### config.mk
export PLATFORM = sky130hd
export DESIGN_NAME = pid_motor_speed_loop_top
export DESIGN_NICKNAME = d
export VERILOG_FILES = /design/src/hw/rtl/pmsl_pkg.sv /design/src/hw/rtl/pid_motor_speed_loop_top.sv /design/src/hw/rtl/pmsl_cfg_regs.sv /design/src/hw/rtl/pmsl_digit_mul.sv /design/src/hw/rtl/pmsl_duty_div.sv
export SDC_FILE = /design/constraint.sdc
export NUM_CORES = 2
export LEC_CHECK = 0
export ABC_AREA = 1
export BUFFER_PORTS_ARGS = -buffer_cell sky130_fd_sc_hd__buf_2
export CAP_MARGIN = 20
export CORE_ASPECT_RATIO = 0.6
export CORE_MARGIN = 2
export CORE_UTILIZATION = 35
export CTS_CLUSTER_SIZE = 16
export DETAILED_ROUTE_END_ITERATION = 7
export MAX_ROUTING_LAYER = met4
export PLACE_DENSITY = 0.56
export SLEW_MARGIN = 15
export SYNTH_ARGS = -nofsm -noshare
export SYNTH_HDL_FRONTEND = slang
export SYNTH_SLANG_ARGS = --single-unit
export TNS_END_PERCENT = 20
### constraint.sdc
create_clock -name clk -period 8.3 [get_ports clk]
set_clock_uncertainty 0.05 [all_clocks]
set_input_delay 1.66 -clock clk [delete_from_list [all_inputs] [get_ports clk]]
set_output_delay 1.66 -clock clk [all_outputs]
set_load 0.05 [all_outputs]
### src/hw/rtl/pmsl_pkg.sv
// Shared types, constants and helpers for the PID motor speed loop.
// Used by the register file, the digit-serial multiplier, the duty divider
// and the top level. Depends on nothing.
package pmsl_pkg;

	// Default design parameters
	localparam int PWM_TOP_DEF     = 999;
	localparam int SPEED_LIMIT_DEF = 130;

	// Configuration port
	localparam int CFG_N  = 8;
	localparam int CFG_AW = 5;
	localparam int CFG_IW = 3;

	localparam logic [CFG_IW-1:0] REG_PROP_GAIN      = 3'd0;
	localparam logic [CFG_IW-1:0] REG_INTEG_GAIN     = 3'd1;
	localparam logic [CFG_IW-1:0] REG_DERIV_GAIN     = 3'd2;
	localparam logic [CFG_IW-1:0] REG_LOOP_PERIOD    = 3'd3;
	localparam logic [CFG_IW-1:0] REG_INVERSE_PERIOD = 3'd4;
	localparam logic [CFG_IW-1:0] REG_RPM_PER_COUNT  = 3'd5;
	localparam logic [CFG_IW-1:0] REG_INTEGRAL_LIMIT = 3'd6;
	localparam logic [CFG_IW-1:0] REG_ERROR_THRESH   = 3'd7;

	localparam logic [31:0] RST_PROP_GAIN      = 32'd20132659;
	localparam logic [31:0] RST_INTEG_GAIN     = 32'd8388608;
	localparam logic [31:0] RST_DERIV_GAIN     = 32'd167772;
	localparam logic [31:0] RST_LOOP_PERIOD    = 32'd1677722;
	localparam logic [31:0] RST_INVERSE_PERIOD = 32'd655360;
	localparam logic [31:0] RST_RPM_PER_COUNT  = 32'd5084005;
	localparam logic [30:0] RST_INTEGRAL_LIMIT = 31'd13107200;
	localparam logic [30:0] RST_ERROR_THRESH   = 31'd655360;

	// Input kinds (tuser)
	localparam logic KIND_TICK     = 1'b0;
	localparam logic KIND_SETPOINT = 1'b1;

	// Stream widths
	localparam int IN_W  = 48;
	localparam int OUT_W = 80;

	// Digit-serial multiplier geometry
	localparam int MUL_A_W   = 33;
	localparam int MUL_G_W   = 32;
	localparam int MUL_DIG_W = 4;
	localparam int MUL_P_W   = MUL_A_W + MUL_G_W;

	// Drive limit: 100 percent in Q16.16
	localparam int          DRV_MAG_W   = 23;
	localparam logic [22:0] DRIVE_LIMIT = 23'd6553600;
	localparam int          DRV_ACC_W   = 42;

	typedef struct packed {
		logic [31:0] prop_gain;
		logic [31:0] integ_gain;
		logic [31:0] deriv_gain;
		logic [31:0] loop_period;
		logic [31:0] inverse_period;
		logic [31:0] rpm_per_count;
		logic [30:0] integral_limit;
		logic [30:0] led_threshold;
	} cfg_t;

	// Saturate sign and magnitude into a signed 32-bit value
	function automatic logic signed [31:0] sat32_mag(input logic neg, input logic [56:0] mag);
		logic signed [31:0] r;
		if (neg) begin
			if (mag > 57'h0_8000_0000) r = 32'sh8000_0000;
			else r = -$signed(mag[31:0]);
		end else begin
			if (mag > 57'h0_7FFF_FFFF) r = 32'sh7FFF_FFFF;
			else r = $signed(mag[31:0]);
		end
		return r;
	endfunction

	// Magnitude of a signed 33-bit value
	function automatic logic [32:0] mag33(input logic signed [32:0] v);
		logic [32:0] r;
		r = v[32] ? 33'(-v) : 33'(v);
		return r;
	endfunction

endpackage

### src/hw/rtl/pid_motor_speed_loop_top.sv
// PID motor speed loop: stream in, stream out, APB configuration.
//
// Input channel (s_*): one transfer per item. s_tuser selects the kind:
// a control tick carrying the raw 32-bit encoder count, or a new setpoint
// in whole rpm (clamped to +-SPEED_LIMIT; clears integral and last error).
// Setpoints and the first tick after reset give no result. Every later tick
// gives one result on the output channel (m_*): PWM duty, bridge direction
// bits, LED level, measured speed and error. A tick runs seven 33x32
// products through one 4-bit-digit serial multiplier and one bit-serial
// division by the 100 percent drive value, one item at a time.
// The result waits in an output register; the next item is accepted while
// it waits, and a tick finishing behind a stalled result holds until the
// receiver takes it. Reset clears the loop state and loads the register
// defaults; the block is ready in the first cycle after reset.
// Depends on pmsl_pkg, pmsl_cfg_regs, pmsl_digit_mul and pmsl_duty_div.
module pid_motor_speed_loop_top #(
	parameter int PWM_TOP     = pmsl_pkg::PWM_TOP_DEF,
	parameter int SPEED_LIMIT = pmsl_pkg::SPEED_LIMIT_DEF
) (
	input  logic                          clk,
	input  logic                          arst_n,
	// encoder_count [31:0], new_setpoint [47:32]
	input  logic [pmsl_pkg::IN_W-1:0]     s_tdata,
	// kind [0]
	input  logic                          s_tuser,
	input  logic                          s_tvalid,
	output logic                          s_tready,
	// pwm_duty [9:0], drive_forward [10], drive_reverse [11], warn_led [12],
	// measured_speed [44:13], speed_error [76:45], zero [79:77]
	output logic [pmsl_pkg::OUT_W-1:0]    m_tdata,
	output logic                          m_tvalid,
	input  logic                          m_tready,
	input  logic                          psel,
	input  logic                          penable,
	input  logic                          pwrite,
	input  logic [pmsl_pkg::CFG_AW-1:0]   paddr,
	input  logic [31:0]                   pwdata,
	output logic [31:0]                   prdata,
	output logic                          pready
);
	import pmsl_pkg::*;

	localparam int DUTY_W = $clog2(PWM_TOP + 1);
	localparam int DUTY_X = DUTY_W + 10;
	localparam int TGT_W  = $clog2(SPEED_LIMIT + 1) + 1;
	localparam int XW     = DRV_MAG_W + DUTY_W;
	localparam logic signed [15:0] LIM16 = 16'(SPEED_LIMIT);

	typedef enum logic [11:0] {
		ST_IDLE  = 12'b0000_0000_0001,
		ST_SPD   = 12'b0000_0000_0010,
		ST_ERR   = 12'b0000_0000_0100,
		ST_INT   = 12'b0000_0000_1000,
		ST_DER   = 12'b0000_0001_0000,
		ST_KP    = 12'b0000_0010_0000,
		ST_KI    = 12'b0000_0100_0000,
		ST_KD    = 12'b0000_1000_0000,
		ST_CLAMP = 12'b0001_0000_0000,
		ST_DUTY  = 12'b0010_0000_0000,
		ST_DIV   = 12'b0100_0000_0000,
		ST_OUT   = 12'b1000_0000_0000
	} st_t;

	cfg_t cfg;

	// Control and loop state
	st_t                      state_q;
	logic                     go_q;
	logic                     primed_q;
	logic [31:0]              prev_count_q;
	logic signed [TGT_W-1:0]  target_q;
	logic signed [31:0]       integral_q;
	logic signed [31:0]       prev_err_q;
	logic                     led_q;
	logic                     m_tvalid_q;

	// Working registers
	logic signed [31:0]           delta_q;
	logic signed [31:0]           speed_q;
	logic signed [31:0]           err_q;
	logic signed [31:0]           deriv_q;
	logic signed [DRV_ACC_W-1:0]  drive_q;
	logic [DRV_MAG_W-1:0]         dmag_q;
	logic                         dneg_q;
	logic [DUTY_W-1:0]            duty_q;
	logic                         mneg_q;
	logic [9:0]                   duty_out_q;
	logic                         fwd_out_q;
	logic                         rev_out_q;
	logic                         led_out_q;
	logic signed [31:0]           speed_out_q;
	logic signed [31:0]           err_out_q;

	// Datapath nets
	logic [31:0]                  count_in;
	logic signed [15:0]           sp_in;
	logic signed [15:0]           sp_clamped;
	logic                         accept;
	logic                         out_free;
	logic [MUL_A_W-1:0]           mul_a;
	logic [MUL_G_W-1:0]           mul_g;
	logic                         mul_neg;
	logic                         mul_done;
	logic [MUL_P_W-1:0]           prod;
	logic                         div_done;
	logic [DUTY_W-1:0]            div_q;
	logic signed [32:0]           diff33;
	logic signed [33:0]           err_wide;
	logic signed [31:0]           err_sat;
	logic signed [DRV_ACC_W-1:0]  shr24_s;
	logic signed [DRV_ACC_W-1:0]  int_sum;
	logic signed [DRV_ACC_W-1:0]  lim_s;
	logic signed [31:0]           integ_new;
	logic [DRV_MAG_W-1:0]         clamp_mag;
	logic [DRV_ACC_W-1:0]         drive_abs;
	logic [32:0]                  err_abs;
	logic                         tgt_zero;
	logic                         led_next;
	logic [DUTY_X-1:0]            duty_ext;

	pmsl_cfg_regs u_regs (
		.clk     (clk),
		.arst_n  (arst_n),
		.psel    (psel),
		.penable (penable),
		.pwrite  (pwrite),
		.paddr   (paddr),
		.pwdata  (pwdata),
		.prdata  (prdata),
		.pready  (pready),
		.cfg     (cfg)
	);

	pmsl_digit_mul u_mul (
		.clk    (clk),
		.arst_n (arst_n),
		.start  (go_q),
		.a      (mul_a),
		.g      (mul_g),
		.done   (mul_done),
		.prod   (prod)
	);

	pmsl_duty_div #(
		.QW (DUTY_W)
	) u_div (
		.clk      (clk),
		.arst_n   (arst_n),
		.start    (go_q && (state_q == ST_DIV)),
		.dividend (prod[XW-1:0]),
		.done     (div_done),
		.quotient (div_q)
	);

	assign count_in = s_tdata[31:0];
	assign sp_in    = $signed(s_tdata[47:32]);
	assign s_tready = (state_q == ST_IDLE);
	assign accept   = s_tvalid && s_tready;
	assign out_free = !m_tvalid_q || m_tready;
	assign m_tvalid = m_tvalid_q;
	assign m_tdata  = {3'b000, err_out_q, speed_out_q, led_out_q, rev_out_q, fwd_out_q,
		duty_out_q};

	// Clamp the requested setpoint
	always_comb begin
		if (sp_in > LIM16) sp_clamped = LIM16;
		else if (sp_in < -LIM16) sp_clamped = -LIM16;
		else sp_clamped = sp_in;
	end

	// Select multiplier operands for the current step
	assign diff33 = 33'(err_q) - 33'(prev_err_q);
	always_comb begin
		mul_a   = '0;
		mul_g   = '0;
		mul_neg = 1'b0;
		unique case (state_q)
			ST_SPD: begin
				mul_a   = mag33(33'(delta_q));
				mul_g   = cfg.rpm_per_count;
				mul_neg = ~delta_q[31];
			end
			ST_INT: begin
				mul_a   = mag33(33'(err_q));
				mul_g   = cfg.loop_period;
				mul_neg = err_q[31];
			end
			ST_DER: begin
				mul_a   = mag33(diff33);
				mul_g   = cfg.inverse_period;
				mul_neg = diff33[32];
			end
			ST_KP: begin
				mul_a   = mag33(33'(err_q));
				mul_g   = cfg.prop_gain;
				mul_neg = err_q[31];
			end
			ST_KI: begin
				mul_a   = mag33(33'(integral_q));
				mul_g   = cfg.integ_gain;
				mul_neg = integral_q[31];
			end
			ST_KD: begin
				mul_a   = mag33(33'(deriv_q));
				mul_g   = cfg.deriv_gain;
				mul_neg = deriv_q[31];
			end
			ST_DUTY: begin
				mul_a   = MUL_A_W'(dmag_q);
				mul_g   = MUL_G_W'(PWM_TOP);
			end
			default: ;
		endcase
	end

	// Error: target in Q16.16 minus speed, saturated
	always_comb begin
		err_wide = (34'(target_q) <<< 16) - 34'(speed_q);
		if (err_wide[33:31] == 3'b000 || err_wide[33:31] == 3'b111) err_sat = err_wide[31:0];
		else if (err_wide[33]) err_sat = 32'sh8000_0000;
		else err_sat = 32'sh7FFF_FFFF;
	end

	// Signed product dropped by 24 bits, integral update and clamp
	always_comb begin
		shr24_s = mneg_q ? -$signed({1'b0, prod[MUL_P_W-1:24]})
			: $signed({1'b0, prod[MUL_P_W-1:24]});
		int_sum = DRV_ACC_W'(integral_q) + shr24_s;
		lim_s   = $signed(DRV_ACC_W'(cfg.integral_limit));
		if (int_sum > lim_s) integ_new = lim_s[31:0];
		else if (int_sum < -lim_s) integ_new = 32'(-lim_s);
		else integ_new = int_sum[31:0];
	end

	// Clamp drive to +-100 percent as magnitude
	always_comb begin
		drive_abs = drive_q[DRV_ACC_W-1] ? DRV_ACC_W'(-drive_q) : DRV_ACC_W'(drive_q);
		if (drive_abs > DRV_ACC_W'(DRIVE_LIMIT)) clamp_mag = DRIVE_LIMIT;
		else clamp_mag = drive_abs[DRV_MAG_W-1:0];
	end

	// LED level and duty formatting
	assign err_abs  = mag33(33'(err_q));
	assign tgt_zero = (target_q == '0);
	always_comb begin
		if (tgt_zero) led_next = 1'b0;
		else if (err_abs[31:0] > {1'b0, cfg.led_threshold}) led_next = ~led_q;
		else led_next = 1'b0;
	end
	assign duty_ext = DUTY_X'(duty_q);

	// Sequence the steps of one tick
	always_ff @(posedge clk or negedge arst_n) begin
		if (!arst_n) begin
			state_q      <= ST_IDLE;
			go_q         <= 1'b0;
			primed_q     <= 1'b0;
			prev_count_q <= '0;
			target_q     <= '0;
			integral_q   <= '0;
			prev_err_q   <= '0;
			led_q        <= 1'b0;
			m_tvalid_q   <= 1'b0;
		end else begin
			go_q <= 1'b0;
			if (m_tvalid_q && m_tready) m_tvalid_q <= 1'b0;
			unique case (state_q)
				ST_IDLE: begin
					if (accept) begin
						if (s_tuser == KIND_SETPOINT) begin
							target_q   <= TGT_W'(sp_clamped);
							integral_q <= '0;
							prev_err_q <= '0;
						end else if (!primed_q) begin
							prev_count_q <= count_in;
							primed_q     <= 1'b1;
						end else begin
							prev_count_q <= count_in;
							state_q      <= ST_SPD;
							go_q         <= 1'b1;
						end
					end
				end
				ST_SPD: if (mul_done) state_q <= ST_ERR;
				ST_ERR: begin
					state_q <= ST_INT;
					go_q    <= 1'b1;
				end
				ST_INT: begin
					if (mul_done) begin
						integral_q <= integ_new;
						state_q    <= ST_DER;
						go_q       <= 1'b1;
					end
				end
				ST_DER: begin
					if (mul_done) begin
						prev_err_q <= err_q;
						state_q    <= ST_KP;
						go_q       <= 1'b1;
					end
				end
				ST_KP: begin
					if (mul_done) begin
						state_q <= ST_KI;
						go_q    <= 1'b1;
					end
				end
				ST_KI: begin
					if (mul_done) begin
						state_q <= ST_KD;
						go_q    <= 1'b1;
					end
				end
				ST_KD: if (mul_done) state_q <= ST_CLAMP;
				ST_CLAMP: begin
					state_q <= ST_DUTY;
					go_q    <= 1'b1;
				end
				ST_DUTY: begin
					if (mul_done) begin
						state_q <= ST_DIV;
						go_q    <= 1'b1;
					end
				end
				ST_DIV: if (div_done) state_q <= ST_OUT;
				ST_OUT: begin
					if (out_free) begin
						led_q      <= led_next;
						m_tvalid_q <= 1'b1;
						state_q    <= ST_IDLE;
					end
				end
				default: state_q <= ST_IDLE;
			endcase
		end
	end

	// Hold working values and the result payload
	always_ff @(posedge clk) begin
		if (go_q) mneg_q <= mul_neg;
		unique case (state_q)
			ST_IDLE:  if (accept) delta_q <= count_in - prev_count_q;
			ST_SPD:   if (mul_done) speed_q <= sat32_mag(mneg_q, prod[MUL_P_W-1:8]);
			ST_ERR:   err_q <= err_sat;
			ST_DER:   if (mul_done) deriv_q <= sat32_mag(mneg_q, 57'(prod[MUL_P_W-1:16]));
			ST_KP:    if (mul_done) drive_q <= shr24_s;
			ST_KI:    if (mul_done) drive_q <= drive_q + shr24_s;
			ST_KD:    if (mul_done) drive_q <= drive_q + shr24_s;
			ST_CLAMP: begin
				dmag_q <= clamp_mag;
				dneg_q <= drive_q[DRV_ACC_W-1];
			end
			ST_DIV:   if (div_done) duty_q <= div_q;
			ST_OUT: begin
				if (out_free) begin
					duty_out_q  <= tgt_zero ? 10'd0 : duty_ext[9:0];
					fwd_out_q   <= !tgt_zero && !dneg_q;
					rev_out_q   <= !tgt_zero && dneg_q;
					led_out_q   <= led_next;
					speed_out_q <= speed_q;
					err_out_q   <= err_q;
				end
			end
			default: ;
		endcase
	end

endmodule

### src/hw/rtl/pmsl_cfg_regs.sv
// Configuration register file behind the APB-style port.
// Depends on pmsl_pkg for the register map, reset values and cfg_t.
module pmsl_cfg_regs (
	input  logic                          clk,
	input  logic                          arst_n,
	input  logic                          psel,
	input  logic                          penable,
	input  logic                          pwrite,
	input  logic [pmsl_pkg::CFG_AW-1:0]   paddr,
	input  logic [31:0]                   pwdata,
	output logic [31:0]                   prdata,
	output logic                          pready,
	output pmsl_pkg::cfg_t                cfg
);
	import pmsl_pkg::*;

	logic              wr_en;
	logic [CFG_IW-1:0] idx;
	cfg_t              cfg_q;

	assign pready = 1'b1;
	assign wr_en  = psel && penable && pwrite && pready;
	assign idx    = paddr[CFG_AW-1:2];
	assign cfg    = cfg_q;

	// Write one register per access transfer
	always_ff @(posedge clk or negedge arst_n) begin
		if (!arst_n) begin
			cfg_q.prop_gain      <= RST_PROP_GAIN;
			cfg_q.integ_gain     <= RST_INTEG_GAIN;
			cfg_q.deriv_gain     <= RST_DERIV_GAIN;
			cfg_q.loop_period    <= RST_LOOP_PERIOD;
			cfg_q.inverse_period <= RST_INVERSE_PERIOD;
			cfg_q.rpm_per_count  <= RST_RPM_PER_COUNT;
			cfg_q.integral_limit <= RST_INTEGRAL_LIMIT;
			cfg_q.led_threshold  <= RST_ERROR_THRESH;
		end else if (wr_en) begin
			unique case (idx)
				REG_PROP_GAIN:      cfg_q.prop_gain      <= pwdata;
				REG_INTEG_GAIN:     cfg_q.integ_gain     <= pwdata;
				REG_DERIV_GAIN:     cfg_q.deriv_gain     <= pwdata;
				REG_LOOP_PERIOD:    cfg_q.loop_period    <= pwdata;
				REG_INVERSE_PERIOD: cfg_q.inverse_period <= pwdata;
				REG_RPM_PER_COUNT:  cfg_q.rpm_per_count  <= pwdata;
				REG_INTEGRAL_LIMIT: cfg_q.integral_limit <= pwdata[30:0];
				REG_ERROR_THRESH:   cfg_q.led_threshold  <= pwdata[30:0];
				default: ;
			endcase
		end
	end

	// Read back the addressed register
	always_comb begin
		unique case (idx)
			REG_PROP_GAIN:      prdata = cfg_q.prop_gain;
			REG_INTEG_GAIN:     prdata = cfg_q.integ_gain;
			REG_DERIV_GAIN:     prdata = cfg_q.deriv_gain;
			REG_LOOP_PERIOD:    prdata = cfg_q.loop_period;
			REG_INVERSE_PERIOD: prdata = cfg_q.inverse_period;
			REG_RPM_PER_COUNT:  prdata = cfg_q.rpm_per_count;
			REG_INTEGRAL_LIMIT: prdata = {1'b0, cfg_q.integral_limit};
			REG_ERROR_THRESH:   prdata = {1'b0, cfg_q.led_threshold};
			default:            prdata = '0;
		endcase
	end

endmodule

### src/hw/rtl/pmsl_digit_mul.sv
// Digit-serial unsigned multiplier: one 4-bit digit of the gain per cycle,
// MSB first. Depends on pmsl_pkg for the operand and digit widths.
module pmsl_digit_mul (
	input  logic                           clk,
	input  logic                           arst_n,
	input  logic                           start,
	input  logic [pmsl_pkg::MUL_A_W-1:0]   a,
	input  logic [pmsl_pkg::MUL_G_W-1:0]   g,
	output logic                           done,
	output logic [pmsl_pkg::MUL_P_W-1:0]   prod
);
	import pmsl_pkg::*;

	localparam int NDIG  = MUL_G_W / MUL_DIG_W;
	localparam int CNT_W = (NDIG > 1) ? $clog2(NDIG) : 1;
	localparam logic [CNT_W-1:0] CNT_LAST = CNT_W'(NDIG - 1);

	logic                       busy_q;
	logic                       done_q;
	logic [CNT_W-1:0]           cnt_q;
	logic [MUL_A_W-1:0]         a_q;
	logic [MUL_G_W-1:0]         g_q;
	logic [MUL_P_W-1:0]         acc_q;
	logic [MUL_A_W+MUL_DIG_W-1:0] pp;

	assign done = done_q;
	assign prod = acc_q;

	// Partial product of the current top digit
	assign pp = {{MUL_DIG_W{1'b0}}, a_q} * {{MUL_A_W{1'b0}}, g_q[MUL_G_W-1 -: MUL_DIG_W]};

	// Count digits
	always_ff @(posedge clk or negedge arst_n) begin
		if (!arst_n) begin
			busy_q <= 1'b0;
			done_q <= 1'b0;
			cnt_q  <= '0;
		end else begin
			done_q <= 1'b0;
			if (start) begin
				busy_q <= 1'b1;
				cnt_q  <= '0;
			end else if (busy_q) begin
				cnt_q <= cnt_q + 1'b1;
				if (cnt_q == CNT_LAST) begin
					busy_q <= 1'b0;
					done_q <= 1'b1;
				end
			end
		end
	end

	// Shift and accumulate
	always_ff @(posedge clk) begin
		if (start) begin
			a_q   <= a;
			g_q   <= g;
			acc_q <= '0;
		end else if (busy_q) begin
			acc_q <= (acc_q << MUL_DIG_W) + MUL_P_W'(pp);
			g_q   <= g_q << MUL_DIG_W;
		end
	end

endmodule

### src/hw/rtl/pmsl_duty_div.sv
// Bit-serial restoring divider by the fixed 100 percent drive value,
// one quotient bit per cycle. Depends on pmsl_pkg for DRIVE_LIMIT.
module pmsl_duty_div #(
	parameter int QW = 10
) (
	input  logic                               clk,
	input  logic                               arst_n,
	input  logic                               start,
	input  logic [pmsl_pkg::DRV_MAG_W+QW-1:0]  dividend,
	output logic                               done,
	output logic [QW-1:0]                      quotient
);
	import pmsl_pkg::*;

	localparam int XW    = DRV_MAG_W + QW;
	localparam int CNT_W = (QW > 1) ? $clog2(QW) : 1;
	localparam logic [CNT_W-1:0] CNT_LAST = CNT_W'(QW - 1);

	logic             busy_q;
	logic             done_q;
	logic [CNT_W-1:0] cnt_q;
	logic [XW-1:0]    rem_q;
	logic [XW-1:0]    dsr_q;
	logic [QW-1:0]    quo_q;
	logic             fits;

	assign done     = done_q;
	assign quotient = quo_q;
	assign fits     = rem_q >= dsr_q;

	// Count quotient bits
	always_ff @(posedge clk or negedge arst_n) begin
		if (!arst_n) begin
			busy_q <= 1'b0;
			done_q <= 1'b0;
			cnt_q  <= '0;
		end else begin
			done_q <= 1'b0;
			if (start) begin
				busy_q <= 1'b1;
				cnt_q  <= '0;
			end else if (busy_q) begin
				cnt_q <= cnt_q + 1'b1;
				if (cnt_q == CNT_LAST) begin
					busy_q <= 1'b0;
					done_q <= 1'b1;
				end
			end
		end
	end

	// Compare, subtract and shift in one quotient bit
	always_ff @(posedge clk) begin
		if (start) begin
			rem_q <= dividend;
			dsr_q <= XW'(DRIVE_LIMIT) << (QW - 1);
			quo_q <= '0;
		end else if (busy_q) begin
			if (fits) rem_q <= rem_q - dsr_q;
			quo_q <= QW'({quo_q, fits});
			dsr_q <= dsr_q >> 1;
		end
	end

endmodule

==> impl_summary.md <==
GRT
The via count of the first global-routing pass came to 56,600. The number of antenna violations at the first check in global routing came to 33. The all-layer global routing usage is 0.286.

The first-pass GRT wire length is 392 mm. The most heavily used metal layer in global routing is met1. The met3 layer usage reported by global route is 0.0889. After global routing the overflow that remains totals 0. The pin count of the biggest net entering global routing is 134.

The met2 layer usage reported by global route is 0.345. The met1 global-route usage is 0.449.

Worst setup path
The critical register-to-register path endpoint is integral_q[31]$_DFFE_PN0P_. In this run the critical register-to-register path is launched from u_mul.prod[28]$_SDFFE_PP0P_. The endpoint arrival time on the critical path is 7.36 ns.

The slowest stage of the critical path is the sky130_fd_sc_hd__nor4_1 cell. At the worst endpoint, the required time is around 9 ns. On the worst path, the slowest cell contributes a delay of 0.53 ns. The depth of the worst register-to-register path is 37.

Counting stages on the worst path, the most repeated cell is sky130_fd_sc_hd__nand2_1. The reg2reg setup slack is 1.44 ns. The type of destination of the critical path is a flop. In this run the worst path has a maximum fanout of 34. The start point of the critical path is u_mul.prod[28]$_SDFFE_PP0P_. The startpoint kind of the worst setup timing path is a flop. The critical path is of the flop to flop type.

CTS
The H-tree was split into 3 levels. The number of resized instances in the post-cts repair step is 0. The tree is rooted in a sky130_fd_sc_hd__clkbuf_16. The count of hold-fix buffers inserted at cts is 0. In this run the deepest clock path goes through 3 buffers. TritonCTS built the clock tree. The clock transition at the registers of the reported paths is approximately 0.070 ns. Clock latency on the worst-skew pair, taken at its later pin, is 0.74 ns. The number of post-CTS setup repair buffers is 0. The total number of clock tree sinks is 873. The number of clock buffers added by TritonCTS is 95.

Synthesis
After technology mapping, the gate count stands at between 8,000 and 9,000. The post-synthesis instance area is approximately 65,000 um2. For this run, the leading register cell type out of synthesis is sky130_fd_sc_hd__edfxtp_1.

The share of the Yosys chip area taken by registers is 0.357. The mean area per synthesized cell is about 7.4 um2. After synthesis the netlist holds a flip-flop and latch count of 873. Counting distinct cell types in the post-synthesis netlist gives 85.

For this run, asynchronously set or reset flops after synthesis account for 0.442. The total of warnings raised by yosys is 0. Yosys mapped a number of flops with a built-in enable equal to 380.

Drt
The final antenna-violating net count is 0. The average wire per cell in the routed design is 23.7 um. The number of DRC markers in iteration 0 is 8,736. The number of detailed-routing iterations run before antenna repair is 6. The vias per cell is 5.52. The detailed-route via count is 63,200. The final layout contains routed wiring with a total length of 271 mm.

In the routed design, unresolved DRC markers number 0.

Worst hold path
The number of cells on the worst hold path is 0. The worst hold path terminates at duty_q[4]$_DFFE_PP_. The class of the worst hold path is flop to flop. The hold path startpoint is u_div.quotient[4]$_SDFFE_PP0P_.

Pwr
Of the total power, registers draw 0.253. The share of total power dissipated in combinational logic is 0.555. Internal power comes to roughly 13 mW. In this run the power density over the cells is 354 nW/um2. The leakage power is 33.7 nW.

The maximum resistive drop on vdd is 0.000390 V. The power share of the clock group is 0.191. Summed over all nets, the switching power comes to 13.0 mW.

Of the total power, the share spent switching nets is 0.509.

Final layout
The area growth from synthesis to layout is 11.3%. After the last flow step, the layout net total stands at 9,422. The leading cell type in the layout, fill and taps excluded is sky130_fd_sc_hd__nand2_1. At the end of the flow the core is filled with cells to 0.393. The final cell area excluding filler cells is 72,500 um2. The fraction of final layout cells sized beyond drive strength 1 is 0.0810.

The top cell types in the final layout, fill and taps aside, are 1,881 x sky130_fd_sc_hd__nand2_1, 1,359 x sky130_fd_sc_hd__inv_1, 761 x sky130_fd_sc_hd__nor2_1.

Timing
The worst pin sits at a relative slew slack of 0.119. The final count of pins violating max slew is 0. The number of hold-slack violations in the final timing report is 0. Adding up every negative setup slack in the final design gives 0 ns. The share of the clock period used by the worst path is 0.826. The routed design could run at a clock period as short as between 6 and 7 ns. Setup repair after global routing left no endpoint under its margin. The total of endpoints with negative setup slack in the final report is 0. The worst-margin pin slew is 1.31 ns. Static timing analysis puts the maximum clock frequency at 146 MHz.

Floorplanning
The total area inside the core boundary comes to 185,000 um2. The die span in y is approximately 340 um. The die covers roughly 190,000 um2. The width of the die is 561 um.

approximately 210 I/O pins were placed. The floorplan has 122 rows. The initial utilization of the core area, before any placement, comes to 0.353.

Placement
Summed over all nets, the half-perimeter wirelength after detailed placement is 215 mm. The post-detailed-placement cell area is 68,800 um2. The global placement routability congestion is 1.01. The quantity of I/O buffers inserted on ports is between 200 and 250.

Outcome
The flow ran to the end, and the final reports show no timing, DRC or antenna violations.

Run
The number of max-capacitance violations reported is 0.
## critical path, delay by kind of cell (launching register included)
| family | cells | cell delay (ns) |
|---|---|---|
| compound gates | 3 | 0.31 |
| buf+inv | 6 | 0.56 |
| simple gates | 25 | 4.08 |
| flops | 1 | 0.49 |
| xor+xnor | 1 | 0.52 |
| fa+ha+maj | 2 | 0.61 |
## flip-flops by register name, summed over array words and instances, names as in the netlist, 33 cells and up
signal       cells
u_regs.cfg     254
u_mul.prod      65
drive_q         42
u_div.rem_q     33
u_mul.a_q       33
## synth_stat cells, drive strengths merged (6+ instances only)
library cell / instances / area share
a2111oi: 32 / 0.0043
a211oi: 16 / 0.0018
a21boi: 9 / 0.0010
a21o: 27 / 0.0031
a21oi: 538 / 0.041
a221oi: 45 / 0.0060
a22o: 6 / 0.00081
a31oi: 54 / 0.0052
and2: 8 / 0.00077
buf: 73 / 0.0070
clkbuf: 215 / 0.012
clkinv: 14 / 0.00081
dfrtp: 331 / 0.13
dfstp: 55 / 0.022
dfxtp: 107 / 0.033
edfxtp: 380 / 0.18
fa: 99 / 0.030
ha: 359 / 0.069
inv: 1385 / 0.080
nand2: 1911 / 0.11
nand3: 412 / 0.032
nand3b: 21 / 0.0028
nand4: 124 / 0.012
nor2: 802 / 0.048
nor3: 156 / 0.015
nor4: 46 / 0.0052
o2111ai: 13 / 0.0017
o211ai: 69 / 0.0079
o21a: 28 / 0.0032
o21ai: 799 / 0.062
o21bai: 22 / 0.0025
o221ai: 11 / 0.0015
o22ai: 158 / 0.015
o311ai: 7 / 0.00094
o31ai: 19 / 0.0023
or2: 42 / 0.0041
xnor2: 91 / 0.012
xor2: 247 / 0.034
## power groups by stage
stage | clock network, mW | logic [mW] | registers [mW]
final | 4.91 | 14.2 | 6.50
after global routing | 5.15 | 15.6 | 6.56
after CTS | 4.98 | 13.7 | 6.45
after detailed placement | 0 | 13.6 | 6.53
after global placement | 0 | 13.5 | 6.53
after floorplan | 0 | 9.19 | 5.99
## cells by family (layout without fill, tap and decap cells)
group           count (synthesis)  in the layout  synth area share
simple gates                 3533           3533             0.233
compound gates               1875           1875             0.164
buf+inv                      1687           1872            0.0999
flops                         873            873             0.357
fa+ha+maj                     458            458            0.0993
xor+xnor                      338            338            0.0459
other cells                     2             16          0.000115
mux                             1              1          0.000173
## routing by layer
layer / up-vias / part of all wire
li1: 29300 / -
met1: 30200 / 0.49
met2: 3401 / 0.36
met3: 307 / 0.13
met4: 0 / 0.017
met5: - / 0
## how the worst max path moves through the flow
stage	slack [ns]	endpoint	cells past startpoint
after floorplan	2.77	duty_out_q[0]$_SDFFCE_PP0P_	2
after global placement	1.41	integral_q[28]$_DFFE_PN0P_	34
after detailed placement	1.33	integral_q[27]$_DFFE_PN0P_	34
after CTS	1.25	integral_q[27]$_DFFE_PN0P_	34
after global routing	0.99	integral_q[31]$_DFFE_PN0P_	37
final	1.44	integral_q[31]$_DFFE_PN0P_	37
## stage by stage
| stage | worst slack [ns] | total power, mW | hold WS (ns) | std cells |
|---|---|---|---|---|
| finish | 1.44 | 25.7 | 0.376 | 11400 |
| global route | 0.991 | 27.3 | 0.393 | 11400 |
| CTS | 1.25 | 25.1 | 0.382 | 11400 |
| detailed placement | 1.33 | 20.1 | 0.365 | 11200 |
| global placement | 1.41 | 20.0 | 0.366 | 11200 |
| floorplan | 2.77 | 15.2 | 0.358 | 8769 |
## layout make-up
cell class                 count  area (um2)
fill                       19200      112000
multi-input combinational   6209       35500
sequential                   873       23300
inverter                    1399        5250
tap                         2480        3100
clock buffer                 115        2560
timing repair buffer         293        1790
clock inverter                65         991
antenna                       12        30.0
Power figures use the tool's default switching activity.
